--- src/design/lat_pkg.sv ---
package lat_pkg;

  localparam int RowW       = 64;
  localparam int ColW       = 7;
  localparam int GenW       = 16;
  localparam int IdxW       = 6;
  localparam int RowCntW    = 7;
  localparam int CfgIdxW    = 8;
  localparam int CfgDataW   = 16;
  localparam int OutDataW   = 72;
  localparam int DefMaxRows = 64;
  localparam int DefMaxCols = 64;

  localparam logic [CfgIdxW-1:0] CfgColumnCount     = 8'd0;
  localparam logic [CfgIdxW-1:0] CfgGenerationCount = 8'd1;

  typedef enum logic [1:0] {
    ST_LOAD,
    ST_EVOLVE,
    ST_EMIT
  } lat_state_e;

  typedef struct packed {
    logic            wr_en;
    logic [IdxW-1:0] wr_idx;
    logic            shift;
    logic [IdxW-1:0] tail_idx;
  } cell_ctrl_t;

endpackage

--- src/design/lat_cell.sv ---
module lat_cell #(
  parameter int Index = 0
) (
  input  logic                     clk_i,
  input  lat_pkg::cell_ctrl_t      ctrl_i,
  input  logic [lat_pkg::RowW-1:0] wr_row_i,
  input  logic [lat_pkg::RowW-1:0] next_row_i,
  input  logic [lat_pkg::RowW-1:0] tail_row_i,
  output logic [lat_pkg::RowW-1:0] row_o
);

  localparam logic [lat_pkg::IdxW-1:0] MyIdx = lat_pkg::IdxW'(Index);

  logic [lat_pkg::RowW-1:0] row_q;
  logic [lat_pkg::RowW-1:0] row_d;

  always_comb begin
    row_d = row_q;
    if (ctrl_i.wr_en && (ctrl_i.wr_idx == MyIdx)) begin
      row_d = wr_row_i;
    end else if (ctrl_i.shift) begin
      // the tail of the ring takes the freshly computed row
      row_d = (ctrl_i.tail_idx == MyIdx) ? tail_row_i : next_row_i;
    end
  end

  always_ff @(posedge clk_i) begin
    row_q <= row_d;
  end

  assign row_o = row_q;

endmodule

--- config.mk ---
export PLATFORM = sky130hd
export DESIGN_NAME = lat_cell
export DESIGN_NICKNAME = d
export VERILOG_FILES = /design/src/design/lat_pkg.sv /design/src/design/lat_cell.sv
export SDC_FILE = /design/constraint.sdc
export NUM_CORES = 1
export LEC_CHECK = 0
export BUFFER_PORTS_ARGS = -buffer_cell sky130_fd_sc_hd__buf_4
export CAP_MARGIN = 0
export CORE_AREA = 2 2 104 106
export CTS_BUF_LIST = sky130_fd_sc_hd__clkbuf_4
export DETAILED_ROUTE_END_ITERATION = 7
export DIE_AREA = 0 0 106 108
export PLACE_DENSITY_LB_ADDON = 0.15
export SYNTH_ARGS = -nofsm -noshare
export SYNTH_HDL_FRONTEND = slang
export SYNTH_SLANG_ARGS = --single-unit
--- constraint.sdc ---
create_clock -name clk_i -period 4.1 [get_ports clk_i]
set_clock_uncertainty 0.1 [all_clocks]
set_input_delay 0 -clock clk_i [delete_from_list [all_inputs] [get_ports clk_i]]
set_output_delay 0 -clock clk_i [all_outputs]
set_load 0.02 [all_outputs]
==> results.cfg, run 1 <==
[status]
outcome = finished, final reports clean

[yosys]
yosys-top-cells-count = a31oi_1, edfxtp_1, nand3_1, nor3_1, o21ai_0
synth_edf_count = 64
synth.area.top_cells = edfxtp_1, a31oi_1, nand3_1
avgSynthCellArea_um2 = 9.53
synth-async-reset-ratio_pct = 0
synth_nets = 582
synth_area_mm2 = 0.00357
synth_top_area_share_pct = 53.8
yosys_warnings = 0
yosysUniqueCellTypes = 16
syn_inst = 375
synth-seq-cells = 64
synth-seq-area-share_pct = 53.8
yosys.area.top_type = edfxtp_1
ys.flop_type = edfxtp_1

[placed_design]
gp_congestion = 0.784
dp_cells = 740
dp_hpwl_mm = 9.13
detailed_place.area_mm2 = 0.00562
place_ws_ps = 1510
io_buffers = 270

[die]
coreArea_mm2 = 0.0102
die_area_mm2 = 0.0114
die_w_um = 106
rows = 37
start_util_pct = 34.9
die_h_um = 108
io_pins = 271

[grt]
grt_pass1_vias = 4829
track_usage_pct = 25.4
grt_pass1_wl_mm = 22.9
overflow = 0
grt_max_degree = 66
antenna_found_initial = 0

[sta]
whs_ps = 410
rsz0062_at_grt = false
relSlewSlack_pct = 26.4
tns_ps = 0
setup_violations = 0
hold_violations = 0
worst_slack_ps = 1630
fmax_mhz = 405
final.min_clock_period_ps = 2470
worstMarginPinSlew_ps = 1100
fin_crit_sh_pct = 60.3
slew_violations = 0

[clock_tree]
tritoncts = built
cts.repair.resized = 0
cts_buffer_depth = 2
h-tree-depth = 3
cts_made_buffers = 9
root_buffer = clkbuf_4
path_clk_slew_ps = 120
cts.sinks = 64

[cells_and_area]
drive_above_1_share_pct = 40.0
fillers = 807
final_nets = 950
utilization_pct = 68.5
area_delta_synth_final_pct = 96.0
largest_register_ffs = 64
finish.instance_area_mm2 = 0.00701
final_cells = 885

[detailed_routing]
first_pass_iters = 6
drtIter0Drc = 298
drcViolationCount = 0
drt-total-wl_mm = 14.9
ant_nets = 0
vias = 4759
wl_per_cell_um = 16.9
vias_per_cell = 5.38

[worst_setup_path]
path_common_cell = buf_4
worst-path-buf-inv = 4
path_delay_family = buffers and inverters
setup.worst_path.end_class = flip-flop
criticalPathCategory = in -> reg
critPathArrivalTime_ps = 2620
cp_data_required_time_ps = 4250
cpPeakStageDelay_ps = 610
cp-start-kind = input port
slowest_stage = dlygate4sd3_1
worstPathMaxFanout = 65
path_cells = buf_4 > or3_2 > buf_4 > or2_2 > buf_4 > a31oi_1 > dlygate4sd3_1

[worst_hold_path]
holdCritPathClass = in -> reg

[power_and_ir_drop]
p_per_area_mw_per_mm2 = 240
peakVddDrop_mv = 0.137
p_leak_nw = 2.79
total_power_mw = 1.68

[flow_run]
drv_cap = 0
## path summary, 6_finish.rpt
| check | to | slack [ps] | startpoint | depth (start not counted) |
|---|---|---|---|---|
| max | row_o[18] | 1630 | ctrl_i[8] | 7 |
| min | row_o[59] | 410 | ctrl_i[6] | 2 |
## per-layer routing
metal	wire (um)	share of wire, %	global-route usage, %
met3	1020	6.8	5.73
met4	898	6.0	16.4
met5	0	0	0
met2	7540	51	46.1
met1	5470	37	26.5
## kinds of logic after synthesis
kind of cell,count (synthesis),synth area share [%]
DFF,64,53.8
AOI/OAI and AO/OA,128,20.2
buffers and inverters,47,6.27
and+or+nand+nor,136,19.8
## layout by cell type (no fill, tap or decap)
master and count:
clkinv_2 4, clkbuf_4 11, buf_12 1, nand2b_2 1, edfxtp_1 64, dlygate4sd3_1 128, nor4_4 1, a31oi_1 64
diode_2 1, or3_2 1, or4b_2 1, o21ai_0 64, nor2_4 1, nand3_1 64, or4_2 1, nor3_1 64
buf_4 275, or2_2 2, clkinv_1 1
## final cells by class
class | instances | area (um2) | area share, %
timing repair buffer | 404 | 3370 | 48.0
sequential | 64 | 1920 | 27.4
multi-input combinational | 264 | 1440 | 20.6
tap | 136 | 170 | 2.43
clock buffer | 11 | 82.6 | 1.18
clock inverter | 5 | 23.8 | 0.339
antenna | 1 | 2.50 | 0.0357
## repair_timing
item	CTS	global route
buffers inserted	0	0
endpoints found under the hold margin	64	0
hold buffers	128	0
setup endpoints to repair	0	0
## power by group
part,leakage (nW),switching [mW],internal (mW),total (mW)
Clock,0.0678,0.215,0.133,0.348
Sequential,0.627,0.0160,0.784,0.800
Combinational,2.09,0.230,0.305,0.534
No activity file was read; power rests on OpenSTA's default activity.
==> run 2: changes to the inputs <==
- CORE_AREA: 2 2 104 106 -> 2 2 106 108
- DIE_AREA: 0 0 106 108 -> 0 0 108 110
- clock period: 4.1 -> 2 ns (I/O delays scaled with it)
==> results.cfg, run 2 (same netlist as run 1, synthesis figures left out) <==
[status]
outcome = complete, but fails checks
violations = setup timing

[cells_and_area]
final_common_cell = buf_4
area_delta_synth_final_pct = 101
fillers = 848
utilization_pct = 67.3
antenna_cells = 0
final_nets = 962
layout_common_cells = buf_4, dlygate4sd3_1
largest_register_ffs = 64
drive_above_1_share_pct = 40.1

[detailed_routing]
vias_per_cell = 5.45
drtIter0Drc = 382
ant_nets = 0
drt-total-wl_mm = 16.2
vias = 4907
drcViolationCount = 0
wl_per_cell_um = 18.1
first_pass_iters = 5

[power_and_ir_drop]
peakVddDrop_mv = 0.221
p_per_area_mw_per_mm2 = 488
p_leak_nw = 2.87

[worst_setup_path]
critPathArrivalTime_ps = 2180
criticalPathCategory = in -> reg
worstPathMaxFanout = 33
cp_data_required_time_ps = 2170
setup.worst_path.end_class = flip-flop
cp-start-kind = input port

[clock_tree]
tritoncts = built
cts_made_buffers = 9
path_clk_slew_ps = 120
h-tree-depth = 3
cts_buffer_depth = 2
cts.sinks = 64
root_buffer = clkbuf_4
post_cts_buffers = 0

[grt]
track_usage_pct = 26.1
grt_max_degree = 65
antenna_found_initial = 0
overflow = 0
grt_pass1_wl_mm = 23.7
grt_pass1_vias = 4807

[sta]
hold_violations = 0
fin_crit_sh_pct = 101
final.min_clock_period_ps = 2010
worstMarginPinSlew_ps = 742
whs_ps = 61.4
slew_violations = 0
relSlewSlack_pct = 50.6
setup_violations = 2
fmax_mhz = 497
worst_slack_ps = -12.5
rsz0062_at_grt = true

[placed_design]
io_buffers = 270
dp_hpwl_mm = 9.83
gp_congestion = 0.793

[die]
die_h_um = 110
rows = 38
coreArea_mm2 = 0.0107
die_area_mm2 = 0.0119
die_w_um = 108
start_util_pct = 33.4
io_pins = 271

[worst_hold_path]
holdCritPathClass = in -> reg

[flow_run]
drv_cap = 0
## run 2: power breakdown
part / total (mW) / leakage, nW / switching [mW] / internal [mW]
Sequential: 1.64 / 0.627 / 0.0363 / 1.61
Clock: 0.734 / 0.0678 / 0.462 / 0.272
Combinational: 1.13 / 2.18 / 0.483 / 0.647
## run 2: metal layers
layer | global-route usage, % | vias up | wire length (um)
met4 | 15.2 | 0 | 752
met3 | 6.11 | 57 | 1290
met2 | 47.6 | 284 | 8410
li1 | - | 2237 | -
met5 | 0 | - | 0
met1 | 27.6 | 2329 | 5800
## run 2: critical path: stages
cell           delay [ps]
buf_4                 100
or4b_2                690
or2_2                 380
buf_8                 210
a31oi_1               210
dlygate4sd3_1         580
## run 2: worst paths after layout
path,end,slack [ps],start,cells after the start
worst max-delay path,row_o[28],-10,ctrl_i[9],6
worst min-delay path,row_o[57],60,ctrl_i[6],3
## run 2: timing repair
item                                   CTS  global route
hold buffers                           135             0
endpoints found under the hold margin   64             0
gates resized for setup                  0             5
setup endpoints to repair                0            47
## run 2: area by class of cell
class | count | area [um2] | share of cell area [%]
multi-input cells | 264 | 1450 | 20.2
repair buffers | 416 | 3540 | 49.2
clock inverters | 5 | 23.8 | 0.330
well taps | 140 | 175 | 2.43
clock buffers | 11 | 82.6 | 1.15
flip-flops and latches | 64 | 1920 | 26.7
## run 2: per-stage QoR
stage	setup TNS [ps]	setup slack (ps)	cells	cell area (um2)	power (mW)
after global routing	-11.2	-3.04	900	7190	3.67
after detailed placement	0	47.4	749	5720	2.57
after floorplan	0	123	375	3580	1.99
after global placement	0	47.0	749	5720	2.56
final	-21.9	-12.5	900	7190	3.51
after CTS	0	19.8	900	7170	3.51
