===== src/design/lat_pkg.sv =====
package lat_pkg;

  localparam int RowW       = 64;
  localparam int ColW       = 7;
  localparam int GenW       = 16;
  localparam int IdxW       = 6;
  localparam int RowCntW    = 7;
  localparam int CfgIdxW    = 8;
  localparam int CfgDataW   = 16;
  localparam int OutDataW   = 72;
  localparam int DefMaxRows = 64;
  localparam int DefMaxCols = 64;

  localparam logic [CfgIdxW-1:0] CfgColumnCount     = 8'd0;
  localparam logic [CfgIdxW-1:0] CfgGenerationCount = 8'd1;

  typedef enum logic [1:0] {
    ST_LOAD,
    ST_EVOLVE,
    ST_EMIT
  } lat_state_e;

  typedef struct packed {
    logic            wr_en;
    logic [IdxW-1:0] wr_idx;
    logic            shift;
    logic [IdxW-1:0] tail_idx;
  } cell_ctrl_t;

endpackage


===== src/design/lat_rule.sv =====
module lat_rule (
  input  logic [lat_pkg::RowW-1:0] prev_i,
  input  logic [lat_pkg::RowW-1:0] cur_i,
  input  logic [lat_pkg::RowW-1:0] nxt_i,
  input  logic [lat_pkg::ColW-1:0] col_i,
  input  logic [lat_pkg::RowW-1:0] mask_i,
  output logic [lat_pkg::RowW-1:0] row_o
);

  localparam int W = lat_pkg::RowW;

  logic [lat_pkg::IdxW-1:0] cm1;
  logic [W-1:0] pl, pr, cl, cr, nl, nr;
  logic [W-1:0] row_raw;

  assign cm1 = lat_pkg::IdxW'(col_i - lat_pkg::ColW'(1));

  for (genvar j = 0; j < W; j++) begin : g_col
    logic [3:0] total;
    if (j == 0) begin : g_first
      assign pl[j] = prev_i[cm1];
      assign cl[j] = cur_i[cm1];
      assign nl[j] = nxt_i[cm1];
    end else begin : g_rest
      assign pl[j] = prev_i[j-1];
      assign cl[j] = cur_i[j-1];
      assign nl[j] = nxt_i[j-1];
    end
    // wrap at the column count
    assign pr[j] = (cm1 == lat_pkg::IdxW'(j)) ? prev_i[0] : prev_i[(j+1)%W];
    assign cr[j] = (cm1 == lat_pkg::IdxW'(j)) ? cur_i[0]  : cur_i[(j+1)%W];
    assign nr[j] = (cm1 == lat_pkg::IdxW'(j)) ? nxt_i[0]  : nxt_i[(j+1)%W];
    // total includes the cell itself: any cell lives on 3, a live cell also on 4
    assign total = 4'($countones({pl[j], prev_i[j], pr[j], cl[j], cur_i[j], cr[j],
                                  nl[j], nxt_i[j], nr[j]}));
    assign row_raw[j] = (total == 4'd3) || (cur_i[j] && (total == 4'd4));
  end

  assign row_o = row_raw & mask_i;

endmodule


===== config.mk =====
export PLATFORM = sky130hd
export DESIGN_NAME = lat_rule
export DESIGN_NICKNAME = d
export VERILOG_FILES = /design/src/design/lat_pkg.sv /design/src/design/lat_rule.sv
export SDC_FILE = /design/constraint.sdc
export NUM_CORES = 1
export LEC_CHECK = 0
export BUFFER_PORTS_ARGS = -buffer_cell sky130_fd_sc_hd__buf_2
export CAP_MARGIN = 20
export CORE_AREA = 3 3 174 176
export DETAILED_ROUTE_END_ITERATION = 10
export DIE_AREA = 0 0 177 179
export PLACE_DENSITY_LB_ADDON = 0.15
export SLEW_MARGIN = 20
export SYNTH_ARGS = -nofsm -noshare
export SYNTH_HDL_FRONTEND = slang
export SYNTH_SLANG_ARGS = --single-unit

===== constraint.sdc =====
create_clock -name vclk -period 14.63
set_input_delay 2.1945 -clock vclk [all_inputs]
set_output_delay 2.1945 -clock vclk [all_outputs]
set_load 0.03 [all_outputs]

==> results of run 1 <==
routing by layer:
metal | vias to the layer above | GRT usage
li1 | 5983 | -
met4 | 8 | 0.0576
met5 | - | 0
met1 | 6451 | 0.366
met3 | 57 | 0.0377
met2 | 385 | 0.485
cell families after synthesis:
kind of cell    synth area share
fa+ha+maj                  0.508
mux                        0.211
buf+inv                   0.0768
simple gates               0.101
compound gates            0.0652
xor+xnor                  0.0386
through the flow:
stage          hold slack [ns]  instances  worst slack (ns)  cell area (um2)  total power (W)
2_1_floorplan             4.57       1596              4.48            15900          0.00101
3_3_place_gp              4.74       2261              4.04            17800          0.00130
3_5_place_dp              4.75       2261              3.95            17800          0.00136
4_1_cts                   4.75       2261              3.95            17800          0.00137
5_1_grt                   4.76       2267              3.54            17800          0.00156
6_report                  4.75       2271              3.97            17900          0.00135
critical path, delay by kind of cell:
kind / cells / cell delay, ns
AND/OR/NAND/NOR: 3 / 0.40
multiplexers: 3 / 0.81
AO/OA/AOI/OAI: 2 / 0.35
XOR/XNOR: 1 / 0.22
adder cells (fa/ha/maj): 6 / 2.98
buffers and inverters: 7 / 1.46
synth_stat cells, types with 2 or more instances:
cell type	number	area [um2]
nand4_1	2	12.5
and2_1	4	25.0
inv_1	261	980
clkbuf_1	32	120
nand3_1	65	325
mux2_1	35	394
a32oi_1	5	43.8
buf_2	10	50.1
mux2i_1	157	1570
nand2_2	2	12.5
buf_4	2	15.0
and3_4	11	124
fa_1	320	6410
a21oi_1	114	571
a21o_1	5	37.5
nor2b_1	2	12.5
buf_1	8	30.0
and3_1	45	282
nand2_1	86	323
buf_6	2	22.5
nor2_1	10	37.5
xnor2_1	60	526
nor3_4	2	32.5
o21ai_0	64	320
ha_1	132	1650
nand2b_1	2	12.5
nor3b_1	3	22.5
mux2_2	26	293
o31ai_1	2	15.0
nor3_1	59	295
xor2_1	8	70.1
mux4_2	48	1080
how the worst max path moves through the flow:
| stage | startpoint | to | cells after the start |
|---|---|---|---|
| 3_5_place_dp | col_i[0] | row_o[0] | 22 |
| 3_3_place_gp | col_i[0] | row_o[0] | 22 |
| 4_1_cts | col_i[0] | row_o[0] | 22 |
| 6_report | col_i[0] | row_o[0] | 22 |
| 5_1_grt | col_i[0] | row_o[0] | 22 |
| 2_1_floorplan | col_i[0] | row_o[0] | 23 |
cells in the final DEF, fill, tap and decap left out, types with 26 or more instances in the layout:
cell	count
and3_1	45
inv_1	261
nand2_1	86
o21ai_0	64
nand3_1	65
mux2_1	35
mux2i_1	157
ha_1	131
mux2_2	26
xnor2_1	60
nor3_1	59
fa_1	320
a21oi_1	114
mux4_2	48
buf_2	325
cell type report:
| type | count | area (um2) |
|---|---|---|
| inverters | 261 | 980 |
| multi-input cells | 1281 | 14700 |
| fillers | 2498 | 10900 |
| well taps | 384 | 480 |
| diodes | 10 | 25.0 |
| repair buffers | 335 | 1700 |
where the power goes:
group          switching, W         total, W  leakage [nW]      internal, W
registers                 0                0             0                0
logic              0.000778          0.00135          8.07         0.000575
clock network             0  0.0000000000916     0.0000634  0.0000000000915
total              0.000778          0.00135          8.07         0.000575
==> impl_metrics.yaml, run 1 <==
hold_path:
  hold_start: "mask_i[30]"
  hp-class: "primary input to output port"
  hold_depth: 4
  holdPathEnd: "row_o[30]"
worst_setup_path:
  cp_cell_sequence: "buf_4 -> inv_1 -> ha_2 -> buf_4 -> mux4_2 -> mux2i_1 -> mux2i_1 -> a32oi_1 -> nand2_1 -> fa_1 -> inv_1 -> fa_1 -> inv_1 -> fa_1 -> inv_1 -> fa_1 -> fa_1 -> xnor2_1 -> nand4_1 -> o31ai_1 -> and3_1 -> buf_2"
  endpoint_kind: "output port"
  crit_fanout: 33
  crit_arrival_ns: 8.46
  path_common_cell: "fa_1"
  required_ns: 12.44
  critical-path-max-stage-delay_ns: 0.65
  start_kind: "primary input"
  worst-setup-path-type: "primary input to output port"
  crit_path_top_delay_cell: "ha_2"
floorplanning:
  coreArea_mm2: 0.0288
  die_width_um: 177
  rows: 62
  die_h_um: 179
  initial_core_util: 0.551
  num_io_pins: 327
  dieArea_mm2: 0.0317
sta:
  final.min_clock_period_ns: 10.66
  hold_viol_final: 0
  drv_slew: 0
  tns_ns: 0
  worst_pin_slew_ns: 1.07
  relSlewSlack: 0.289
  fmax_ghz: 0.0938
  rsz0062_at_grt: "false"
  finalCritPeriodShare: 0.728
  setup_viol: 0
route:
  maxUsedRoutingLayer: "met5"
  drc: 0
  vias: 12900
  via_per_inst: 5.67
  drtIter0Drc: 589
  met1Wirelength_um: 17600
  wl_met2_um: 21800
  wl_per_cell_um: 19.0
  postRouteWirelength_um: 43100
  drtPass1Iterations: 6
  route.met3.wl_um: 2820
  postRouteAntennaNets: 0
grt:
  grt_pass1_vias: 13800
  gr-usage-all-layers: 0.276
  grt_overflow: 0
  antenna_found_initial: 12
  grt_start_max_net_pins: 66
  grt_pass1_wl_um: 69900
clocking:
  cts_hold_buf: 0
  cts.repair.resized: 0
  cts_setup_buffers: 0
synthesis:
  syn-cell-area_mm2: 0.0159
  yosys_warnings: 0
  synthCells: 1596
  syn_area_per_cell_um2: 9.94
  yosysSeqAreaShare: 0
  synth_fp_nets: 2311
  synth_cell_types: 44
layout:
  final_util: 0.620
  layout.area.seq_um2: 0
  nFlopsAndLatches: 0
  area_growth_syn_to_layout_pct: 12.6
  nClkBuffers: 0
  nets: 2594
  drive_gt1_frac: 0.232
pwr:
  peakVddDrop_v: 0.0000498
  leakagePower_nw: 8.07
  power_density_mw_per_mm2: 75.8
placed_design:
  hpwl_um: 36400
  place_congestion: 0.861
  portBuffers: 326
job:
  drv_cap: 0
outcome:
  outcome: "finished clean"
(Power assumes the default switching activity.)
==> run 2: changes to the inputs <==
--- a/config.mk
+++ b/config.mk
@@ -7,9 +7,9 @@
 export LEC_CHECK = 0
 export BUFFER_PORTS_ARGS = -buffer_cell sky130_fd_sc_hd__buf_2
 export CAP_MARGIN = 20
-export CORE_AREA = 3 3 174 176
+export CORE_AREA = 3 3 177 179
 export DETAILED_ROUTE_END_ITERATION = 10
-export DIE_AREA = 0 0 177 179
+export DIE_AREA = 0 0 180 182
 export PLACE_DENSITY_LB_ADDON = 0.15
 export SLEW_MARGIN = 20
 export SYNTH_ARGS = -nofsm -noshare
==> constraint.sdc (replaced) <==
create_clock -name vclk -period 8.7
set_input_delay 1.305 -clock vclk [all_inputs]
set_output_delay 1.305 -clock vclk [all_outputs]
set_load 0.03 [all_outputs]
==> impl_metrics.yaml, run 2 (same netlist as run 1, synthesis figures left out) <==
pwr:
  power_density_mw_per_mm2: 127
  swShare: 0.574
  intPower_w: 0.000972
  combPwrFrac: 1.000
  power_switching_w: 0.00131
  pwr-share-seq: 0
  pwr-share-clk: 0
  leakagePower_nw: 8.10
  peakVddDrop_v: 0.0000906
  power_w: 0.00228
worst_setup_path:
  path_delay_family: "adder cells"
  cp.buffers_inverters: 6
  worst-setup-path-type: "primary input to output port"
  crit_arrival_ns: 6.84
  endpoint_kind: "output port"
  critical-path-max-stage-delay_ns: 0.69
  required_ns: 7.39
  path_common_cell: "fa_1"
  start_kind: "primary input"
  crit_fanout: 16
  cp_cell_sequence: "buf_4 -> inv_1 -> ha_2 -> xor2_4 -> buf_4 -> and2_1 -> and3_1 -> mux2_2 -> fa_1 -> inv_1 -> fa_1 -> inv_1 -> fa_1 -> fa_1 -> xnor2_1 -> nor3_1 -> nand2_1 -> a21oi_1 -> buf_2"
  crit_path_top_delay_cell: "xor2_4"
sta:
  hold_viol_final: 0
  setup_ws_ns: 0.552
  setup_viol: 0
  finalCritPeriodShare: 0.937
  drv_slew: 0
  tns_ns: 0
  worst_pin_slew_ns: 0.972
  final.min_clock_period_ns: 8.15
  rsz0062_at_grt: "false"
  fmax_ghz: 0.123
  relSlewSlack: 0.352
  hold_ws_ns: 2.96
floorplanning:
  coreArea_mm2: 0.0297
  dieArea_mm2: 0.0328
  initial_core_util: 0.534
  num_io_pins: 327
  rows: 63
  die_h_um: 182
  die_width_um: 180
layout:
  nFillCells: 2655
  layout.area.seq_um2: 0
  drive_gt1_frac: 0.235
  nClkBuffers: 0
  nFlopsAndLatches: 0
  layout_common_cells: "buf_2, fa_1, inv_1"
  nets: 2601
  multi_input_area_mm2: 0.0147
  area_growth_syn_to_layout_pct: 12.9
  layout_commonest_cell: "buf_2"
  final_cells: 2277
hold_path:
  hp-class: "primary input to output port"
clocking:
  cts.repair.resized: 0
  cts_hold_buf: 0
  cts_setup_buffers: 0
route:
  drtPass1Iterations: 5
  drc: 0
  wl_per_cell_um: 19.2
  vias: 13000
  maxUsedRoutingLayer: "met5"
  met1Wirelength_um: 18200
  wl_met2_um: 22000
  drtIter0Drc: 649
  route.met3.wl_um: 2650
  postRouteWirelength_um: 43800
  postRouteAntennaNets: 0
  via_per_inst: 5.71
placed_design:
  portBuffers: 326
  dp.cells: 2274
  place_ws_ns: 0.555
  hpwl_um: 37500
  place_congestion: 0.869
grt:
  grt_pass1_vias: 14100
  grt_overflow: 0
  gr-usage-all-layers: 0.269
  grt_pass1_wl_um: 72000
  antenna_found_initial: 10
  grt_start_max_net_pins: 66
outcome:
  outcome: "finished clean"
job:
  drv_cap: 0
-- run 2: path summary, 6_finish.rpt --
path        from   endpoint  slack, ns  cells past startpoint
max     col_i[0]  row_o[60]       0.55                     19
min   mask_i[36]  row_o[36]       2.96                      4
-- run 2: layout make-up --
class,instances,share of cell area
multi-input combinational,1281,0.819
timing repair buffer,342,0.0987
antenna,3,0.000419
tap,390,0.0272
inverter,261,0.0547
-- run 2: through the flow --
step,utilization,cell area (um2)
after global routing,0.603,17900
after detailed placement,0.602,17900
final,0.603,17900
after floorplan,-,15900
after CTS,0.602,17900
after global placement,0.602,17900
-- run 2: layer usage --
metal / vias to the layer above / global-route usage
met5: - / 0
met4: 14 / 0.0498
met3: 59 / 0.0409
met2: 398 / 0.474
met1: 6544 / 0.357
li1: 5985 / -
-- run 2: tightest hold or removal path, stage by stage --
cell	delay, ns
buf_2	0.09
o21ai_0	0.06
a21oi_1	0.04
buf_2	0.17
-- run 2: power by group through the flow --
stage          logic (W)  clock network (W)  registers, W
6_report         0.00228    0.0000000000462             0
5_1_grt          0.00263    0.0000000000462             0
4_1_cts          0.00230                  0             0
3_5_place_dp     0.00229                  0             0
3_3_place_gp     0.00219                  0             0
2_1_floorplan    0.00171                  0             0
